--- src/seven_segment_number_scanner_unit_defines.svh ---
// ---------------------------------------------------------------------------
// Seven-segment number scanner: assertion macros
// Clocked on clk, disabled while arst_n is low.
// ---------------------------------------------------------------------------
`ifndef SEVEN_SEGMENT_NUMBER_SCANNER_UNIT_DEFINES_SVH
`define SEVEN_SEGMENT_NUMBER_SCANNER_UNIT_DEFINES_SVH

// check cons in the same cycle as ante
`define SSCN_ASSERT_IMP(label, ante, cons, msg) \
	label: assert property (@(posedge clk) disable iff (!arst_n) (ante) |-> (cons)) \
		else $error(msg);

// check cons in the cycle after ante
`define SSCN_ASSERT_NXT(label, ante, cons, msg) \
	label: assert property (@(posedge clk) disable iff (!arst_n) (ante) |=> (cons)) \
		else $error(msg);

`endif

--- src/sscn_pkg.sv ---
// ---------------------------------------------------------------------------
// Seven-segment number scanner package
// Digit count, derived widths, hand-off type and segment decode.
// ---------------------------------------------------------------------------
`default_nettype none

package sscn_pkg;

	localparam int DIGIT_COUNT = 4;
	localparam int MAX_POSITIONS = 4;
	localparam int DIG_EFF = (DIGIT_COUNT < 1) ? 1 :
		((DIGIT_COUNT > MAX_POSITIONS) ? MAX_POSITIONS : DIGIT_COUNT);

	function automatic int pow10(input int n);
		int r;
		r = 1;
		for (int i = 0; i < n; i++) begin
			r = r * 10;
		end
		return r;
	endfunction

	localparam int LIMIT = pow10(DIG_EFF);
	localparam int VALUE_W = 16;
	localparam int POS_W = 2;
	localparam int SEG_W = 7;
	localparam logic [VALUE_W-1:0] VALUE_MAX = VALUE_W'(LIMIT - 1);
	localparam int BIN_W = $clog2(LIMIT);
	localparam int BCD_W = 4 * DIG_EFF;
	localparam int CNT_W = $clog2(BIN_W + 1);
	localparam int REM_W = $clog2(DIG_EFF + 1);

	typedef struct packed {
		logic             valid;
		logic [BCD_W-1:0] bcd;
	} sscn_hand_t;

	function automatic logic [SEG_W-1:0] seg_of(input logic [3:0] digit);
		logic [SEG_W-1:0] s;
		unique case (digit)
			4'd0:    s = 7'b1111110;
			4'd1:    s = 7'b0110000;
			4'd2:    s = 7'b1101101;
			4'd3:    s = 7'b1111001;
			4'd4:    s = 7'b0110011;
			4'd5:    s = 7'b1011011;
			4'd6:    s = 7'b1011111;
			4'd7:    s = 7'b1110000;
			4'd8:    s = 7'b1111111;
			4'd9:    s = 7'b1111011;
			default: s = '0;
		endcase
		return s;
	endfunction

endpackage

`default_nettype wire

--- src/sscn_conv.sv ---
// ---------------------------------------------------------------------------
// Binary to BCD converter
// Accepts a number, drops it when out of range, otherwise runs one
// add-3-and-shift step per cycle and holds the BCD word until handed off.
// ---------------------------------------------------------------------------
`default_nettype none
`include "seven_segment_number_scanner_unit_defines.svh"

module sscn_conv (
	input  wire logic                                clk,
	input  wire logic                                arst_n,
	input  wire logic signed [sscn_pkg::VALUE_W-1:0] value,
	input  wire logic                                value_valid,
	output logic                                     value_stall,
	input  wire logic                                hand_ready,
	output sscn_pkg::sscn_hand_t                     hand
);
	import sscn_pkg::*;

	localparam logic [1:0] ST_IDLE  = 2'd0;
	localparam logic [1:0] ST_SHIFT = 2'd1;
	localparam logic [1:0] ST_HOLD  = 2'd2;

	logic [1:0]       state_q;
	logic [CNT_W-1:0] cnt_q;
	logic [BIN_W-1:0] bin_q;
	logic [BCD_W-1:0] bcd_q;
	logic [BCD_W-1:0] bcd_adj;
	logic             accept;
	logic             in_range;

	assign value_stall = (state_q != ST_IDLE);
	assign accept      = value_valid && !value_stall;
	assign in_range    = (value[VALUE_W-1] == 1'b0) && (value <= VALUE_MAX);
	assign hand        = {(state_q == ST_HOLD), bcd_q};

	always_comb begin
		bcd_adj = bcd_q;
		for (int i = 0; i < DIG_EFF; i++) begin
			if (bcd_q[4*i +: 4] >= 4'd5) begin
				bcd_adj[4*i +: 4] = bcd_q[4*i +: 4] + 4'd3;
			end
		end
	end

	always_ff @(posedge clk or negedge arst_n) begin
		if (!arst_n) begin
			state_q <= ST_IDLE;
			cnt_q   <= '0;
		end else begin
			unique case (state_q)
				ST_IDLE: begin
					if (accept && in_range) begin
						state_q <= ST_SHIFT;
						cnt_q   <= CNT_W'(BIN_W);
					end
				end
				ST_SHIFT: begin
					cnt_q <= cnt_q - CNT_W'(1);
					if (cnt_q == CNT_W'(1)) begin
						state_q <= ST_HOLD;
					end
				end
				ST_HOLD: begin
					if (hand_ready) begin
						state_q <= ST_IDLE;
					end
				end
				default: state_q <= ST_IDLE;
			endcase
		end
	end

	always_ff @(posedge clk) begin
		if (accept) begin
			bin_q <= value[BIN_W-1:0];
			bcd_q <= '0;
		end else if (state_q == ST_SHIFT) begin
			{bcd_q, bin_q} <= {bcd_adj[BCD_W-2:0], bin_q, 1'b0};
		end
	end

	`SSCN_ASSERT_NXT(a_load_shift, accept && in_range, state_q == ST_SHIFT && cnt_q == CNT_W'(BIN_W), "conv: accepted number did not start shifting")
	`SSCN_ASSERT_NXT(a_shift_done, state_q == ST_SHIFT && cnt_q == CNT_W'(1), state_q == ST_HOLD, "conv: shift did not end in hold")
	`SSCN_ASSERT_NXT(a_drop_range, accept && !in_range, state_q == ST_IDLE, "conv: out-of-range number was not dropped")

endmodule

`default_nettype wire

--- src/sscn_emit.sv ---
// ---------------------------------------------------------------------------
// Digit emitter
// Takes a BCD word, shifts out leading zeros one digit a cycle, then sends
// one digit beat per digit through the output register, most significant first.
// ---------------------------------------------------------------------------
`default_nettype none
`include "seven_segment_number_scanner_unit_defines.svh"

module sscn_emit (
	input  wire logic                        clk,
	input  wire logic                        arst_n,
	input  wire sscn_pkg::sscn_hand_t        hand,
	output logic                             hand_ready,
	output logic [sscn_pkg::POS_W-1:0]       position,
	output logic [sscn_pkg::SEG_W-1:0]       segments,
	output logic                             last,
	output logic                             digit_valid,
	input  wire logic                        digit_stall
);
	import sscn_pkg::*;

	logic [BCD_W-1:0] digit_q;
	logic [REM_W-1:0] rem_q;
	logic             strip_q;
	logic [POS_W-1:0] pos_q;
	logic             digit_valid_q;
	logic [POS_W-1:0] position_q;
	logic [SEG_W-1:0] segments_q;
	logic             last_q;
	logic [3:0]       top;
	logic             take;
	logic             adv;

	assign top        = digit_q[BCD_W-1 -: 4];
	assign hand_ready = (rem_q == '0);
	assign take       = hand.valid && hand_ready;
	assign adv        = (rem_q != '0) && !strip_q && (!digit_valid_q || !digit_stall);

	assign position    = position_q;
	assign segments    = segments_q;
	assign last        = last_q;
	assign digit_valid = digit_valid_q;

	always_ff @(posedge clk or negedge arst_n) begin
		if (!arst_n) begin
			rem_q         <= '0;
			strip_q       <= 1'b0;
			digit_valid_q <= 1'b0;
		end else begin
			if (take) begin
				rem_q   <= REM_W'(DIG_EFF);
				strip_q <= 1'b1;
			end else if (strip_q) begin
				if (top == 4'd0 && rem_q > REM_W'(1)) begin
					rem_q <= rem_q - REM_W'(1);
				end else begin
					strip_q <= 1'b0;
				end
			end else if (adv) begin
				rem_q <= rem_q - REM_W'(1);
			end
			if (adv) begin
				digit_valid_q <= 1'b1;
			end else if (!digit_stall) begin
				digit_valid_q <= 1'b0;
			end
		end
	end

	always_ff @(posedge clk) begin
		if (take) begin
			digit_q <= hand.bcd;
			pos_q   <= '0;
		end else if (strip_q) begin
			if (top == 4'd0 && rem_q > REM_W'(1)) begin
				digit_q <= digit_q << 4;
			end
		end else if (adv) begin
			digit_q    <= digit_q << 4;
			pos_q      <= pos_q + POS_W'(1);
			position_q <= pos_q;
			segments_q <= seg_of(top);
			last_q     <= (rem_q == REM_W'(1));
		end
	end

	`SSCN_ASSERT_IMP(a_strip_rem, strip_q, rem_q != '0, "emit: stripping with no digits left")
	`SSCN_ASSERT_NXT(a_next_digit, digit_valid_q && !digit_stall && !last_q, digit_valid_q && position_q == $past(position_q) + POS_W'(1), "emit: gap or skip inside a number")
	`SSCN_ASSERT_IMP(a_first_pos, digit_valid_q && position_q == '0 && !last_q, !strip_q, "emit: first digit sent while stripping")

endmodule

`default_nettype wire

--- src/seven_segment_number_scanner_unit.sv ---
// ---------------------------------------------------------------------------
// Seven-segment number scanner
// An accepted number runs the bit-serial BCD shift, one step per bit of
// its 14-bit binary form, is handed off, drops up to 3 leading zeros, then
// goes out one digit beat a cycle while digit_stall is low. A new number is
// taken once the last is handed off; out-of-range ones drop at acceptance.
// Reset clears all control state; nothing is in flight after reset.
// ---------------------------------------------------------------------------
`default_nettype none

module seven_segment_number_scanner_unit (
	input  wire logic                                clk,
	input  wire logic                                arst_n,
	input  wire logic signed [sscn_pkg::VALUE_W-1:0] value,
	input  wire logic                                value_valid,
	output logic                                     value_stall,
	output logic [sscn_pkg::POS_W-1:0]               position,
	output logic [sscn_pkg::SEG_W-1:0]               segments,
	output logic                                     last,
	output logic                                     digit_valid,
	input  wire logic                                digit_stall
);
	import sscn_pkg::*;

	sscn_hand_t hand;
	logic       hand_ready;

	sscn_conv u_conv (
		.clk         (clk),
		.arst_n      (arst_n),
		.value       (value),
		.value_valid (value_valid),
		.value_stall (value_stall),
		.hand_ready  (hand_ready),
		.hand        (hand)
	);

	sscn_emit u_emit (
		.clk         (clk),
		.arst_n      (arst_n),
		.hand        (hand),
		.hand_ready  (hand_ready),
		.position    (position),
		.segments    (segments),
		.last        (last),
		.digit_valid (digit_valid),
		.digit_stall (digit_stall)
	);

endmodule

`default_nettype wire
--- config.mk ---
export PLATFORM = sky130hd
export DESIGN_NAME = seven_segment_number_scanner_unit
export DESIGN_NICKNAME = d
export VERILOG_FILES = /design/src/sscn_pkg.sv /design/src/sscn_conv.sv /design/src/sscn_emit.sv /design/src/seven_segment_number_scanner_unit.sv
export VERILOG_INCLUDE_DIRS = /design/src /design/src/src
export SDC_FILE = /design/constraint.sdc
export NUM_CORES = 1
export LEC_CHECK = 0
export ABC_AREA = 1
export BUFFER_PORTS_ARGS = -buffer_cell sky130_fd_sc_hd__buf_2
export CORE_MARGIN = 2
export CORE_UTILIZATION = 51
export DETAILED_ROUTE_END_ITERATION = 7
export PLACE_DENSITY = 0.7
export SKIP_CTS_REPAIR_TIMING = 1
export SLEW_MARGIN = 15
export SYNTH_ARGS = -nofsm -noshare
export SYNTH_HDL_FRONTEND = slang
export SYNTH_SLANG_ARGS = --single-unit
--- constraint.sdc ---
create_clock -name clk -period 2.3 [get_ports clk]
set_input_delay 0.115 -clock clk [delete_from_list [all_inputs] [get_ports clk]]
set_output_delay 0.115 -clock clk [all_outputs]
set_load 0.02 [all_outputs]
==> impl_summary.log <==
INFO  metric hold_ws = 29.78 ps
INFO  metric total_power_density_per_cell_area = 1349 nW/um^2
INFO  metric rsz_0062_raised_after_global_routing = no
INFO  metric power.switching_fraction = 0.3943
INFO  metric max-slew-margin-rel = 0.6226
INFO  metric nets = 447
INFO  metric timing.critical_path.fanout_max = 19
INFO  metric postRouteWirelength = 5.884 mm
INFO  metric first_iter_violations = 100
INFO  metric synth-seq-cells = 69
INFO  metric design_area = 3767 um^2
INFO  metric worstSetupEndpointType = flop
INFO  metric worst_path_most_repeated_cell = sky130_fd_sc_hd__inv_1
INFO  metric clockRootBuffer = sky130_fd_sc_hd__clkbuf_8
INFO  metric die_w = 85.81 um
INFO  metric critical_path_data_arrival_time = 1910 ps
INFO  metric setup-tns-final = 0 ps
INFO  metric r2r-end = u_emit.digit_q[5]
INFO  metric yosys.area.top_type = sky130_fd_sc_hd__edfxtp_1
INFO  metric pin_count_of_the_biggest_net_entering_global_routing = 36
INFO  metric number_of_cell_rows = 29
INFO  metric antenna_found_initial = 0
INFO  metric ir_worst_vdd = 0.5711 mV
INFO  metric worst_pin_slew = 564.1 ps
INFO  metric clock_path_buffers = 2
INFO  metric synth_top_cells_by_area = sky130_fd_sc_hd__edfxtp_1 35%, sky130_fd_sc_hd__nand2_1 12%, sky130_fd_sc_hd__dfxtp_1 11%, sky130_fd_sc_hd__dfrtp_1 8.1%, sky130_fd_sc_hd__ha_1 7.0%
INFO  metric hold_path.startpoint = digit_stall
INFO  metric worstPathRequired = 2290 ps
INFO  metric report.final.hold_viol_count = 0
INFO  metric fill_cells = 563
INFO  metric worst_hold_path.endpoint = u_emit.digit_valid
INFO  metric place.gp.congestion = 0.8202
INFO  metric crit_chain = inv_1 > ha_1 > inv_1 > nor2_1 > nand4_1 > nand3_2
INFO  metric setup_viol_count_final = 0
INFO  metric grt.total_usage = 0.1749
INFO  metric final.period_utilization = 0.8355
INFO  metric slowest_stage = sky130_fd_sc_hd__edfxtp_1
INFO  metric design.core.area = 6422 um^2
INFO  metric overflow = 0
INFO  metric fmaxAchievable = 520.4 MHz
INFO  metric worst_setup_path_start_kind = flop
INFO  metric syn_nets = 411
INFO  metric crit_family = simple AND/OR/NAND/NOR gates
INFO  metric crit_type = flop to flop
INFO  metric reg2regPathDepth = 6
INFO  metric cts_tree = yes
INFO  metric design.portCount = 32
INFO  metric drt.antenna.violating_nets = 0
INFO  metric timing_max_transition_violations_final = 0
INFO  metric placed_area = 3598 um^2
INFO  metric drt_first_pass_iters = 8
INFO  metric final_worst_path_period_need = 1922 ps
INFO  metric synthCells = 372
INFO  metric layout-area-overhead-vs-synth = 10.37%
INFO  metric layout-drive-gt1-share = 0.1743
INFO  metric floorplan.initialDensity = 0.5315
INFO  metric io_buffers = 31
INFO  metric remaining_drc_errors = 2
INFO  metric seq_power_share = 0.457
INFO  metric post_dp_hpwl = 4.120 mm
INFO  metric power_switching = 2.003 mW
INFO  metric hold_class = input port to flop
INFO  metric first_global_vias = 2297
INFO  metric number_of_warning_messages_in_the_yosys_log = 0
INFO  metric ff2ff_setup_slack = 380 ps
INFO  metric status = finished, violations left
INFO  metric violations_in_the_final_reports = design-rule violations
INFO  metric delay_contributed_by_the_slowest_stage_of_the_critical_path = 460 ps
INFO  metric share_clk_of_total_power = 0.162
INFO  metric power.share.combinational = 0.382
INFO  metric p_leak = 1.734 nW
INFO  metric syn_avg_cell_area = 9.175 um^2
INFO  metric p_int = 3.078 mW
INFO  metric detail_route.wl_per_cell = 12.01 um
INFO  metric worst_setup_hold_path_clk_slew = 70 ps
INFO  metric via_per_inst = 4.910
INFO  metric h-tree-depth = 3
INFO  metric cts-buffers-inserted = 9
INFO  metric num_antenna_cells = 0
INFO  metric finClkSkew = 10.19 ps
INFO  metric synth.distinct_cells = 29
INFO  metric worst_r2r_startpoint = u_emit.digit_q[13]
INFO  metric max_cap_violations = 0
INFO  metric first_pass_grt_wire_length = 10.03 mm
INFO  metric yosysSeqAreaShare = 0.5381
INFO  metric die-height = 85.81 um
INFO  metric insertion_delay = 340 ps
INFO  metric synth.cell_area = 3413 um^2
INFO  metric synth_top_cell_area_share = 0.3519
INFO  metric clkSinkCount = 69
INFO  metric vias = 2406
INFO  metric timing.critical_path.buf_inv = 2
INFO  metric area_enclosed_by_the_die_boundary = 7363 um^2
INFO  metric hold_path_depth = 3
-- layout by cell type, fill, tap and decap left out, types with 2 or more instances in the layout --
cell type / instances
sky130_fd_sc_hd__dfrtp_1: 11
sky130_fd_sc_hd__a31oi_1: 3
sky130_fd_sc_hd__inv_1: 45
sky130_fd_sc_hd__ha_1: 19
sky130_fd_sc_hd__a21oi_1: 9
sky130_fd_sc_hd__nand2_4: 2
sky130_fd_sc_hd__nand4_1: 4
sky130_fd_sc_hd__nor2_1: 25
sky130_fd_sc_hd__xor2_1: 5
sky130_fd_sc_hd__inv_2: 2
sky130_fd_sc_hd__o22ai_1: 3
sky130_fd_sc_hd__o21ai_2: 12
sky130_fd_sc_hd__clkbuf_8: 9
sky130_fd_sc_hd__nand2_2: 5
sky130_fd_sc_hd__clkinv_1: 2
sky130_fd_sc_hd__dfxtp_1: 18
sky130_fd_sc_hd__clkbuf_1: 2
sky130_fd_sc_hd__o21ai_0: 16
sky130_fd_sc_hd__nand2_1: 112
sky130_fd_sc_hd__buf_2: 31
sky130_fd_sc_hd__clkinvlp_4: 2
sky130_fd_sc_hd__edfxtp_1: 40
sky130_fd_sc_hd__nor2_2: 3
sky130_fd_sc_hd__o21ai_1: 6
sky130_fd_sc_hd__nand3_1: 18
-- per-stage QoR --
stage | power [mW] | instances | utilization | worst slack [ps]
final | 5.081 | 490 | 0.5866 | 378.3
after floorplan | 3.851 | 372 | - | 610.0
after CTS | 5.125 | 489 | 0.5850 | 353.5
after global placement | 4.223 | 473 | 0.5603 | 443.3
after global routing | 5.508 | 490 | 0.5866 | 194.3
after detailed placement | 4.291 | 473 | 0.5603 | 370.6
-- worst max path at each step --
stage | slack, ps | to | from | depth (start not counted)
6_report | 380 | u_emit.digit_q[5] | u_emit.digit_q[13] | 6
3_5_place_dp | 370 | u_emit.digit_q[1] | u_emit.digit_q[13] | 6
3_3_place_gp | 440 | u_emit.digit_q[4] | u_emit.digit_q[13] | 6
2_1_floorplan | 610 | u_emit.digit_q[0] | u_emit.digit_q[13] | 6
5_1_grt | 190 | u_emit.digit_q[1] | u_emit.digit_q[13] | 6
4_1_cts | 350 | u_emit.digit_q[1] | u_emit.digit_q[13] | 6
-- synth_stat cells --
master and number:
sky130_fd_sc_hd__ha_1 19, sky130_fd_sc_hd__a21oi_2 1, sky130_fd_sc_hd__nand4_1 4, sky130_fd_sc_hd__xor2_1 5, sky130_fd_sc_hd__buf_4 1, sky130_fd_sc_hd__o21ai_2 12
sky130_fd_sc_hd__xnor2_1 1, sky130_fd_sc_hd__or2_2 1, sky130_fd_sc_hd__o21ai_1 6, sky130_fd_sc_hd__inv_2 2, sky130_fd_sc_hd__inv_4 1, sky130_fd_sc_hd__nand3_1 18
sky130_fd_sc_hd__nand2_2 5, sky130_fd_sc_hd__dfrtp_1 11, sky130_fd_sc_hd__dfxtp_1 18, sky130_fd_sc_hd__nand2_1 112, sky130_fd_sc_hd__edfxtp_1 40, sky130_fd_sc_hd__inv_1 45
sky130_fd_sc_hd__nand2_4 2, sky130_fd_sc_hd__nor2_2 3, sky130_fd_sc_hd__nor3_1 1, sky130_fd_sc_hd__nor2_1 25, sky130_fd_sc_hd__o22ai_1 3, sky130_fd_sc_hd__buf_6 5
sky130_fd_sc_hd__buf_2 2, sky130_fd_sc_hd__o21ai_0 16, sky130_fd_sc_hd__nand3_2 1, sky130_fd_sc_hd__a31oi_1 3, sky130_fd_sc_hd__a21oi_1 9
-- kinds of logic (layout without fill, tap and decap cells) --
| kind of cell | count (synthesis) | after routing | share of synthesized area |
|---|---|---|---|
| compound gates | 50 | 50 | 0.08981 |
| xor+xnor | 6 | 6 | 0.01540 |
| fa+ha+maj | 19 | 19 | 0.06965 |
| buf+inv | 56 | 97 | 0.07515 |
| flops | 69 | 69 | 0.5381 |
| simple gates | 172 | 172 | 0.2119 |
-- final cells by class --
class | instances | area, um^2 | share of cell area
tap | 77 | 96.34 | 0.02557
sequential | 69 | 1837 | 0.4875
multi-input combinational | 247 | 1320 | 0.3504
clock inverter | 5 | 27.53 | 0.007307
timing repair buffer | 33 | 172.7 | 0.04583
clock buffer | 11 | 131.4 | 0.03487
inverter | 48 | 182.7 | 0.04849
-- sequential cells by signal (all words and copies together), names as in the netlist, 2 cells and up --
register and cells:
u_conv.bin_q 14, u_conv.bcd_q 16, u_conv.state_q 2, u_emit.pos_q 2, u_emit.segments 7, u_emit.rem_q 3
u_emit.digit_q 16, u_conv.cnt_q 4, u_emit.position 2
-- power groups by stage --
| stage | clock network [mW] | logic, mW | registers [mW] |
|---|---|---|---|
| 3_3_place_gp | 0 | 1.89 | 2.33 |
| 5_1_grt | 0.891 | 2.23 | 2.39 |
| 2_1_floorplan | 0 | 1.43 | 2.43 |
| 4_1_cts | 0.842 | 1.96 | 2.33 |
| 6_report | 0.821 | 1.94 | 2.32 |
| 3_5_place_dp | 0 | 1.94 | 2.35 |
-- worst register-to-register path, delay by kind of cell, from the launching register on --
| family | cells | cell delay, ps |
|---|---|---|
| simple gates | 3 | 720 |
| flops | 1 | 460 |
| buf+inv | 2 | 220 |
| fa+ha+maj | 1 | 170 |
-- routing by layer --
metal,vias up,GRT usage,routed length (um)
met3,8,0.04620,212
met4,0,0.07792,97
met5,-,0,0
li1,1272,-,-
met2,39,0.2947,2906
met1,1087,0.2107,2668
Power figures use the tool's default switching activity.
